--- config.mk ---
export PLATFORM = sky130hd
export DESIGN_NAME = tlb_page_table_translator
export DESIGN_NICKNAME = d
export VERILOG_FILES = /design/src/rtl/tlbpt_pkg.sv /design/src/rtl/tlb_page_table_translator.sv /design/src/rtl/tlbpt_datapath.sv /design/src/rtl/tlbpt_ctrl.sv
export VERILOG_INCLUDE_DIRS = /design/src /design/src/rtl
export SDC_FILE = /design/constraint.sdc
export NUM_CORES = 2
export LEC_CHECK = 0
export BUFFER_PORTS_ARGS = -buffer_cell sky130_fd_sc_hd__buf_2
export CAP_MARGIN = 10
export CORE_ASPECT_RATIO = 0.6
export CORE_MARGIN = 10
export CORE_UTILIZATION = 35
export DETAILED_ROUTE_END_ITERATION = 12
export GPL_ROUTABILITY_DRIVEN = 0
export PLACE_DENSITY = 0.6
export RECOVER_POWER = 50
export SYNTH_ARGS = -nofsm -noshare
export SYNTH_HDL_FRONTEND = slang
export SYNTH_SLANG_ARGS = --single-unit
--- constraint.sdc ---
create_clock -name clk -period 14.12 [get_ports clk]
set_input_delay 2.118 -clock clk [delete_from_list [all_inputs] [get_ports clk]]
set_output_delay 2.118 -clock clk [all_outputs]
set_load 0.005 [all_outputs]
--- src/rtl/tlb_page_table_translator_macros.svh ---
// Assertion macros used by the address translator top level.
`ifndef TLB_PAGE_TABLE_TRANSLATOR_MACROS_SVH
`define TLB_PAGE_TABLE_TRANSLATOR_MACROS_SVH

// Same-cycle implication, checked outside reset.
`define TLBPT_ASSERT_NOW(label, ante, cons, msg) \
  label: assert property (@(posedge clk) disable iff (rst) (ante) |-> (cons)) \
    else $error(msg);

// Next-cycle implication, checked outside reset.
`define TLBPT_ASSERT_NEXT(label, ante, cons, msg) \
  label: assert property (@(posedge clk) disable iff (rst) (ante) |=> (cons)) \
    else $error(msg);

`endif

--- src/rtl/tlbpt_pkg.sv ---
// Shared constants, state encoding and control/status structs for the translator.
package tlbpt_pkg;

  localparam int TLB_ENTRIES  = 16;
  localparam int OFFSET_BITS  = 8;
  localparam int ADDR_BITS    = 16;
  localparam int PAGE_BITS    = ADDR_BITS - OFFSET_BITS;
  localparam int NUM_PAGES    = 1 << PAGE_BITS;
  localparam int TLB_IDX_BITS = $clog2(TLB_ENTRIES);
  localparam int FREE_BITS    = PAGE_BITS + 1;

  typedef enum logic [0:0] {
    ST_IDLE,
    ST_WORK
  } state_t;

  // Commands from the controller to the datapath
  typedef struct packed {
    logic capture;      // latch request and start page table read
    logic fault_write;  // commit a new mapping to table and TLB
    logic load_out;     // load the output register
  } dp_cmd_t;

  // Status from the datapath to the controller
  typedef struct packed {
    logic tlb_match;
    logic table_valid;
    logic out_free;
  } dp_status_t;

endpackage

--- src/rtl/tlb_page_table_translator.sv ---
// A request is captured together with its registered page table read; the result is
// then loaded into the output register with the TLB compare and any fault write-back.
// Requests are taken one at a time, hit, table hit or fault alike.
// A waiting result does not block the next request from being accepted; that
// request then holds in the lookup state until the output register drains.
// Reset (synchronous, active high) clears TLB and page table valid bits, the TLB
// insert pointer, the free frame counter and the output valid; no clearing pass.
`include "tlb_page_table_translator_macros.svh"

module tlb_page_table_translator (
  input  logic                              clk,
  input  logic                              rst,
  input  logic                              in_valid,
  output logic                              in_stall,
  input  logic [tlbpt_pkg::ADDR_BITS-1:0]   virt_addr,
  output logic                              out_valid,
  input  logic                              out_stall,
  output logic [tlbpt_pkg::ADDR_BITS-1:0]   phys_addr,
  output logic                              tlb_hit,
  output logic                              page_fault
);

  tlbpt_pkg::dp_cmd_t    cmd;
  tlbpt_pkg::dp_status_t dp_status;

  tlbpt_ctrl u_ctrl (
    .clk      (clk),
    .rst      (rst),
    .in_valid (in_valid),
    .in_stall (in_stall),
    .status   (dp_status),
    .cmd      (cmd)
  );

  tlbpt_datapath u_datapath (
    .clk        (clk),
    .rst        (rst),
    .cmd        (cmd),
    .status     (dp_status),
    .virt_addr  (virt_addr),
    .out_stall  (out_stall),
    .out_valid  (out_valid),
    .phys_addr  (phys_addr),
    .tlb_hit    (tlb_hit),
    .page_fault (page_fault)
  );

  // A TLB hit never reports a fault
  `TLBPT_ASSERT_NOW(a_hit_no_fault, out_valid, !(tlb_hit && page_fault), "hit with fault")
  // After a request is accepted the block is busy for the lookup
  `TLBPT_ASSERT_NEXT(a_busy_after_accept, in_valid && !in_stall, in_stall, "no busy cycle")
  // A fault write-back happens only on a TLB and page table miss while the result is loaded
  `TLBPT_ASSERT_NOW(a_fault_on_miss, cmd.fault_write,
                    cmd.load_out && !dp_status.tlb_match && !dp_status.table_valid,
                    "fault write without miss")

endmodule

--- src/rtl/tlbpt_datapath.sv ---
// Translator datapath: TLB, page table memory, frame allocator and output register.
module tlbpt_datapath (
  input  logic                                clk,
  input  logic                                rst,
  input  tlbpt_pkg::dp_cmd_t                  cmd,
  output tlbpt_pkg::dp_status_t               status,
  input  logic [tlbpt_pkg::ADDR_BITS-1:0]     virt_addr,
  input  logic                                out_stall,
  output logic                                out_valid,
  output logic [tlbpt_pkg::ADDR_BITS-1:0]     phys_addr,
  output logic                                tlb_hit,
  output logic                                page_fault
);

  // Latched request
  logic [tlbpt_pkg::PAGE_BITS-1:0]    page_q;
  logic [tlbpt_pkg::OFFSET_BITS-1:0]  offset_q;

  // TLB storage
  logic [tlbpt_pkg::PAGE_BITS-1:0]    tlb_tag   [tlbpt_pkg::TLB_ENTRIES];
  logic [tlbpt_pkg::PAGE_BITS-1:0]    tlb_frame [tlbpt_pkg::TLB_ENTRIES];
  logic [tlbpt_pkg::TLB_ENTRIES-1:0]  tlb_valid;
  logic [tlbpt_pkg::TLB_IDX_BITS-1:0] ins_ptr;

  // Page table
  logic [tlbpt_pkg::PAGE_BITS-1:0]    pt_mem [tlbpt_pkg::NUM_PAGES];
  logic [tlbpt_pkg::NUM_PAGES-1:0]    pt_valid;
  logic [tlbpt_pkg::PAGE_BITS-1:0]    pt_rd_frame;
  logic                               pt_rd_valid;

  logic [tlbpt_pkg::FREE_BITS-1:0]    alloc_count;

  logic [tlbpt_pkg::PAGE_BITS-1:0]    in_page;
  logic                               match;
  logic [tlbpt_pkg::TLB_IDX_BITS-1:0] match_idx;
  logic [tlbpt_pkg::PAGE_BITS-1:0]    new_frame;
  logic [tlbpt_pkg::PAGE_BITS-1:0]    frame;
  logic                               fault;

  assign in_page   = virt_addr[tlbpt_pkg::ADDR_BITS-1:tlbpt_pkg::OFFSET_BITS];
  assign new_frame = alloc_count[tlbpt_pkg::PAGE_BITS-1:0];

  // Parallel TLB compare, lowest matching slot wins
  always_comb begin
    match     = 1'b0;
    match_idx = '0;
    for (int i = tlbpt_pkg::TLB_ENTRIES - 1; i >= 0; i--) begin
      if (tlb_valid[i] && (tlb_tag[i] == page_q)) begin
        match     = 1'b1;
        match_idx = tlbpt_pkg::TLB_IDX_BITS'(i);
      end
    end
  end

  // Frame select: TLB, then table, then newly allocated frame
  always_comb begin
    fault = !match && !pt_rd_valid;
    if (match) begin
      frame = tlb_frame[match_idx];
    end else if (pt_rd_valid) begin
      frame = pt_rd_frame;
    end else begin
      frame = new_frame;
    end
  end

  assign status.tlb_match   = match;
  assign status.table_valid = pt_rd_valid;
  assign status.out_free    = !out_valid || !out_stall;

  // Request latch and registered page table read
  always_ff @(posedge clk) begin
    if (cmd.capture) begin
      page_q      <= in_page;
      offset_q    <= virt_addr[tlbpt_pkg::OFFSET_BITS-1:0];
      pt_rd_frame <= pt_mem[in_page];
      pt_rd_valid <= pt_valid[in_page];
    end
  end

  // Page table frame memory write
  always_ff @(posedge clk) begin
    if (cmd.fault_write) begin
      pt_mem[page_q] <= new_frame;
    end
  end

  // TLB tag/frame write at the FIFO slot
  always_ff @(posedge clk) begin
    if (cmd.fault_write) begin
      tlb_tag[ins_ptr]   <= page_q;
      tlb_frame[ins_ptr] <= new_frame;
    end
  end

  // Valid bits, insert pointer and frame allocator
  always_ff @(posedge clk) begin
    if (rst) begin
      tlb_valid   <= '0;
      pt_valid    <= '0;
      ins_ptr     <= '0;
      alloc_count <= '0;
    end else if (cmd.fault_write) begin
      tlb_valid[ins_ptr] <= 1'b1;
      pt_valid[page_q]   <= 1'b1;
      if (ins_ptr == tlbpt_pkg::TLB_IDX_BITS'(tlbpt_pkg::TLB_ENTRIES - 1)) begin
        ins_ptr <= '0;
      end else begin
        ins_ptr <= ins_ptr + 1'b1;
      end
      if (alloc_count < tlbpt_pkg::FREE_BITS'(tlbpt_pkg::NUM_PAGES)) begin
        alloc_count <= alloc_count + 1'b1;
      end
    end
  end

  // Output register valid
  always_ff @(posedge clk) begin
    if (rst) begin
      out_valid <= 1'b0;
    end else if (cmd.load_out) begin
      out_valid <= 1'b1;
    end else if (!out_stall) begin
      out_valid <= 1'b0;
    end
  end

  // Output register payload
  always_ff @(posedge clk) begin
    if (cmd.load_out) begin
      phys_addr  <= {frame, offset_q};
      tlb_hit    <= match;
      page_fault <= fault;
    end
  end

endmodule

--- src/rtl/tlbpt_ctrl.sv ---
// Translator controller: request acceptance and lookup sequencing.
module tlbpt_ctrl (
  input  logic                   clk,
  input  logic                   rst,
  input  logic                   in_valid,
  output logic                   in_stall,
  input  tlbpt_pkg::dp_status_t  status,
  output tlbpt_pkg::dp_cmd_t     cmd
);

  tlbpt_pkg::state_t state;
  tlbpt_pkg::state_t state_next;

  // State register
  always_ff @(posedge clk) begin
    if (rst) begin
      state <= tlbpt_pkg::ST_IDLE;
    end else begin
      state <= state_next;
    end
  end

  // Next state and commands
  always_comb begin
    state_next      = state;
    in_stall        = 1'b1;
    cmd.capture     = 1'b0;
    cmd.fault_write = 1'b0;
    cmd.load_out    = 1'b0;
    unique case (state)
      tlbpt_pkg::ST_IDLE: begin
        in_stall = 1'b0;
        if (in_valid) begin
          cmd.capture = 1'b1;
          state_next  = tlbpt_pkg::ST_WORK;
        end
      end
      tlbpt_pkg::ST_WORK: begin
        // TLB compare and table data ready; finish once output slot is free
        if (status.out_free) begin
          cmd.load_out    = 1'b1;
          cmd.fault_write = !status.tlb_match && !status.table_valid;
          state_next      = tlbpt_pkg::ST_IDLE;
        end
      end
      default: begin
        state_next = tlbpt_pkg::ST_IDLE;
      end
    endcase
  end

endmodule

==> key figures <==
Route
  – Via count: 49,610
  – Routed WL per cell: 27.89 um
  – Post-Route WL: 255.8 mm
  – Via-to-Cell Ratio: 5.410
  – DRC Markers: 0
  – Antenna-violating nets left: 0
  – DR pass1 iterations: 5
  – Iteration-0 DRC Markers: roughly 6,500

Setup path
  – Slowest cell delay on critical path: 4.84 ns
  – Worst Setup Path Type: primary input to flop
  – Worst R2R Start: u_datapath.page_q[7]$_DFFE_PP_
  – Worst EP required: roughly 15 ns
  – Crit. End Element: flop
  – Crit path DAT: 8.69 ns
  – CP max stage cell: clkbuf_1
  – Crit start category: primary input
  – Crit path from: rst
  – Cells along the critical path: clkbuf_1, buf_4, o21ba_2
  – CP max FO: around 120

Clocking
  – Post-CTS Hold Buffers: 0
  – CTS buffer count: 226
  – Buffer depth of the longest clock path: 4
  – CTS Root Cell: clkbuf_16
  – Clock latency on the worst-skew pair: 0.89 ns
  – Sink Count: 2,634
  – TritonCTS clock tree: yes
  – Post-CTS setup buffer count: 0
  – PostCTS Resize Cnt: 0
  – Clock Pin Slew Worst Setup and Hold Paths: 0.07 ns
  – H-tree depth: 4

Synth
  – Net count after synthesis: between 4,000 and 5,000
  – Mapped Area: 0.1017 sq mm
  – Gate Count Post-Synth: slightly below 5,000
  – Synth cell count leaders: 2,347 x edfxtp_1, 765 x mux4_2, 740 x nor2_1
  – Most frequent cell after synthesis: edfxtp_1
  – Avg Cell Area, Syn: 20.56 sq um
  – EDFF count, synth: 2,347
  – Seq cells post-synth: 2,634
  – Dominant cells by area after synthesis: edfxtp_1 69%, mux4_2 17%, dfxtp_1 5.6%
  – Synth Flop Type: edfxtp_1
  – Yosys warning count: 0
  – Post-synthesis sequential area ratio: 74.95%
  – Ys async rst share: 0%
  – Yosys top cell by area: edfxtp_1
  – Count of cell types in the netlist: 60
  – Synth top area share: 69.30%

Hold path
  – Worst hold path type: flop to flop
  – Start point of the worst hold path: u_datapath.offset_q[4]$_DFFE_PP_

Placement
  – I/O Buffers: 39
  – Pre-CTS WS: between 6 and 7 ns
  – DP HPWL: 154.2 mm
  – Placed insts: 8,743
  – DP Area: 0.1068 sq mm

Final layout
  – Final std cells w/o fill: between 9,000 and 10,000
  – Layout area overhead: 12.17%
  – Layout cells sized above 1: 25.68%
  – Final nets: 5,127
  – Final Instance Area: 0.1141 sq mm
  – Final Core Density: approximately two fifths

Floorplan
  – Placeable Area: 0.2894 sq mm
  – Die width: between 700 and 800 um
  – Num ports: 40
  – Die H: 437.5 um
  – Initial Util: 35.13%
  – Row Count: 153
  – DIE AREA: 0.3132 sq mm

Global route
  – Global-route wire length before repair: 366.0 mm
  – Total gr overflow: 0
  – Antenna violations before repair: 20
  – Total GRT Usage: between 10% and 20%
  – Largest net degree at the start of global routing: 190
  – Number of global-route vias before repair: 48,720

Timing
  – Worst slew pin tran: 7.093 ns
  – Final setup fails: 0
  – Hold Violations, Final: 0
  – RSZ-0062 raised after global routing: false
  – Tcrit/Tclk final: ~56%
  – F_max: 126.1 MHz
  – Slew headroom: -372.9%
  – WHS: 0.4221 ns
  – Fin. max-slew vios: about 2,500
  – Final min period: 7.933 ns
  – Final worst setup slack: 6.187 ns
  – Layout Skew: 0.06985 ns
  – Final setup TNS: 0 ns

Power
  – Pwr per Cell Area: 133.4 mW/mm^2
  – Total power draw: 15.22 mW
  – VDD IR max: about 0.00010 V
  – LEAKAGE: 31.68 nW

Flow run
  – Max Cap Violations: 40

Status
  – Failing checks: max-capacitance violations, max-slew violations
  – Status: finished, violations left
## area by class of cell
cell class	instances	area [sq um]
flip-flops and latches	2634	76220
inverters	6	22.52
clock inverters	120	1290
fillers	25680	175400
diodes	8	20.02
multi-input cells	2034	24160
well taps	3875	4848
clock buffers	294	6125
repair buffers	200	1381
## cells by family after synthesis
kind of cell	count (synthesis)	share of synthesized area [%]
adder cells (fa/ha/maj)	5	0.06152
multiplexers	852	17.84
AND/OR/NAND/NOR	950	3.863
flip-flops	2634	74.95
buffers and inverters	279	1.368
AO/OA/AOI/OAI	92	0.7493
XOR/XNOR	135	1.163
## layout by cell type (no fill, tap or decap), types with 6 or more instances in the layout
| master | n |
|---|---|
| nand2_2 | 10 |
| buf_4 | 110 |
| dfxtp_1 | 287 |
| xnor2_1 | 116 |
| buf_2 | 14 |
| nand3_2 | 6 |
| a21oi_1 | 14 |
| clkinvlp_4 | 9 |
| clkinv_2 | 42 |
| bufinv_16 | 26 |
| nor3_1 | 18 |
| nand3_1 | 23 |
| o221ai_1 | 12 |
| mux4_2 | 765 |
| clkbuf_16 | 229 |
| mux2_1 | 7 |
| clkbuf_8 | 15 |
| nand2b_1 | 7 |
| nor2b_1 | 10 |
| xor2_1 | 19 |
| nor2_2 | 31 |
| diode_2 | 8 |
| buf_6 | 7 |
| nand4_1 | 27 |
| buf_12 | 7 |
| mux2i_1 | 52 |
| o21ba_2 | 33 |
| clkinv_1 | 35 |
| o22a_1 | 7 |
| edfxtp_1 | 2347 |
| mux2_2 | 28 |
| or3_1 | 6 |
| nor2_1 | 740 |
| nand2_1 | 45 |
| clkbuf_1 | 108 |
## worst max-delay path, delay by kind of cell
kind / cells / cell delay, ns
compound gates: 1 / 0.26
buf+inv: 2 / 6.09
## power breakdown
part / leakage, nW / switching [mW] / internal [mW]
sequential: 21.0 / 0.0178 / 8.41
combinational: 7.06 / 0.276 / 0.150
clock: 3.62 / 2.83 / 3.53
total: 31.7 / 3.12 / 12.1
## state kept, by name, summed over array words and instances, names as in the netlist, 4 cells and up
register / count
u_datapath.pt_mem: 2048
u_datapath.pt_valid: 256
u_datapath.tlb_frame: 128
u_datapath.tlb_tag: 128
u_datapath.phys_addr: 16
u_datapath.tlb_valid: 16
u_datapath.alloc_count: 9
u_datapath.offset_q: 8
u_datapath.page_q: 8
u_datapath.pt_rd_frame: 8
u_datapath.ins_ptr: 4
## worst paths after layout
kind                                                               to  slack (ns)  cells after the start
worst max register to register    u_datapath.pt_mem[207][1]$_DFFE_PP_        6.21                     11
worst min-delay path                u_datapath.phys_addr[4]$_DFFE_PP_        0.42                      0
worst min register to register      u_datapath.phys_addr[4]$_DFFE_PP_        0.42                      0
worst max-delay path            u_datapath.pt_valid[207]$_SDFFE_PP0P_        6.19                      3
## routing by layer
metal | wire, um | GRT usage (%) | vias up
met1 | 113700 | 24.20 | 26590
met3 | 33610 | 6.810 | 324
met5 | 44 | 0 | -
met2 | 103900 | 21.27 | 2426
met4 | 4514 | 3.008 | 6
li1 | - | - | 20270
No activity file was read; power rests on OpenSTA's default activity.
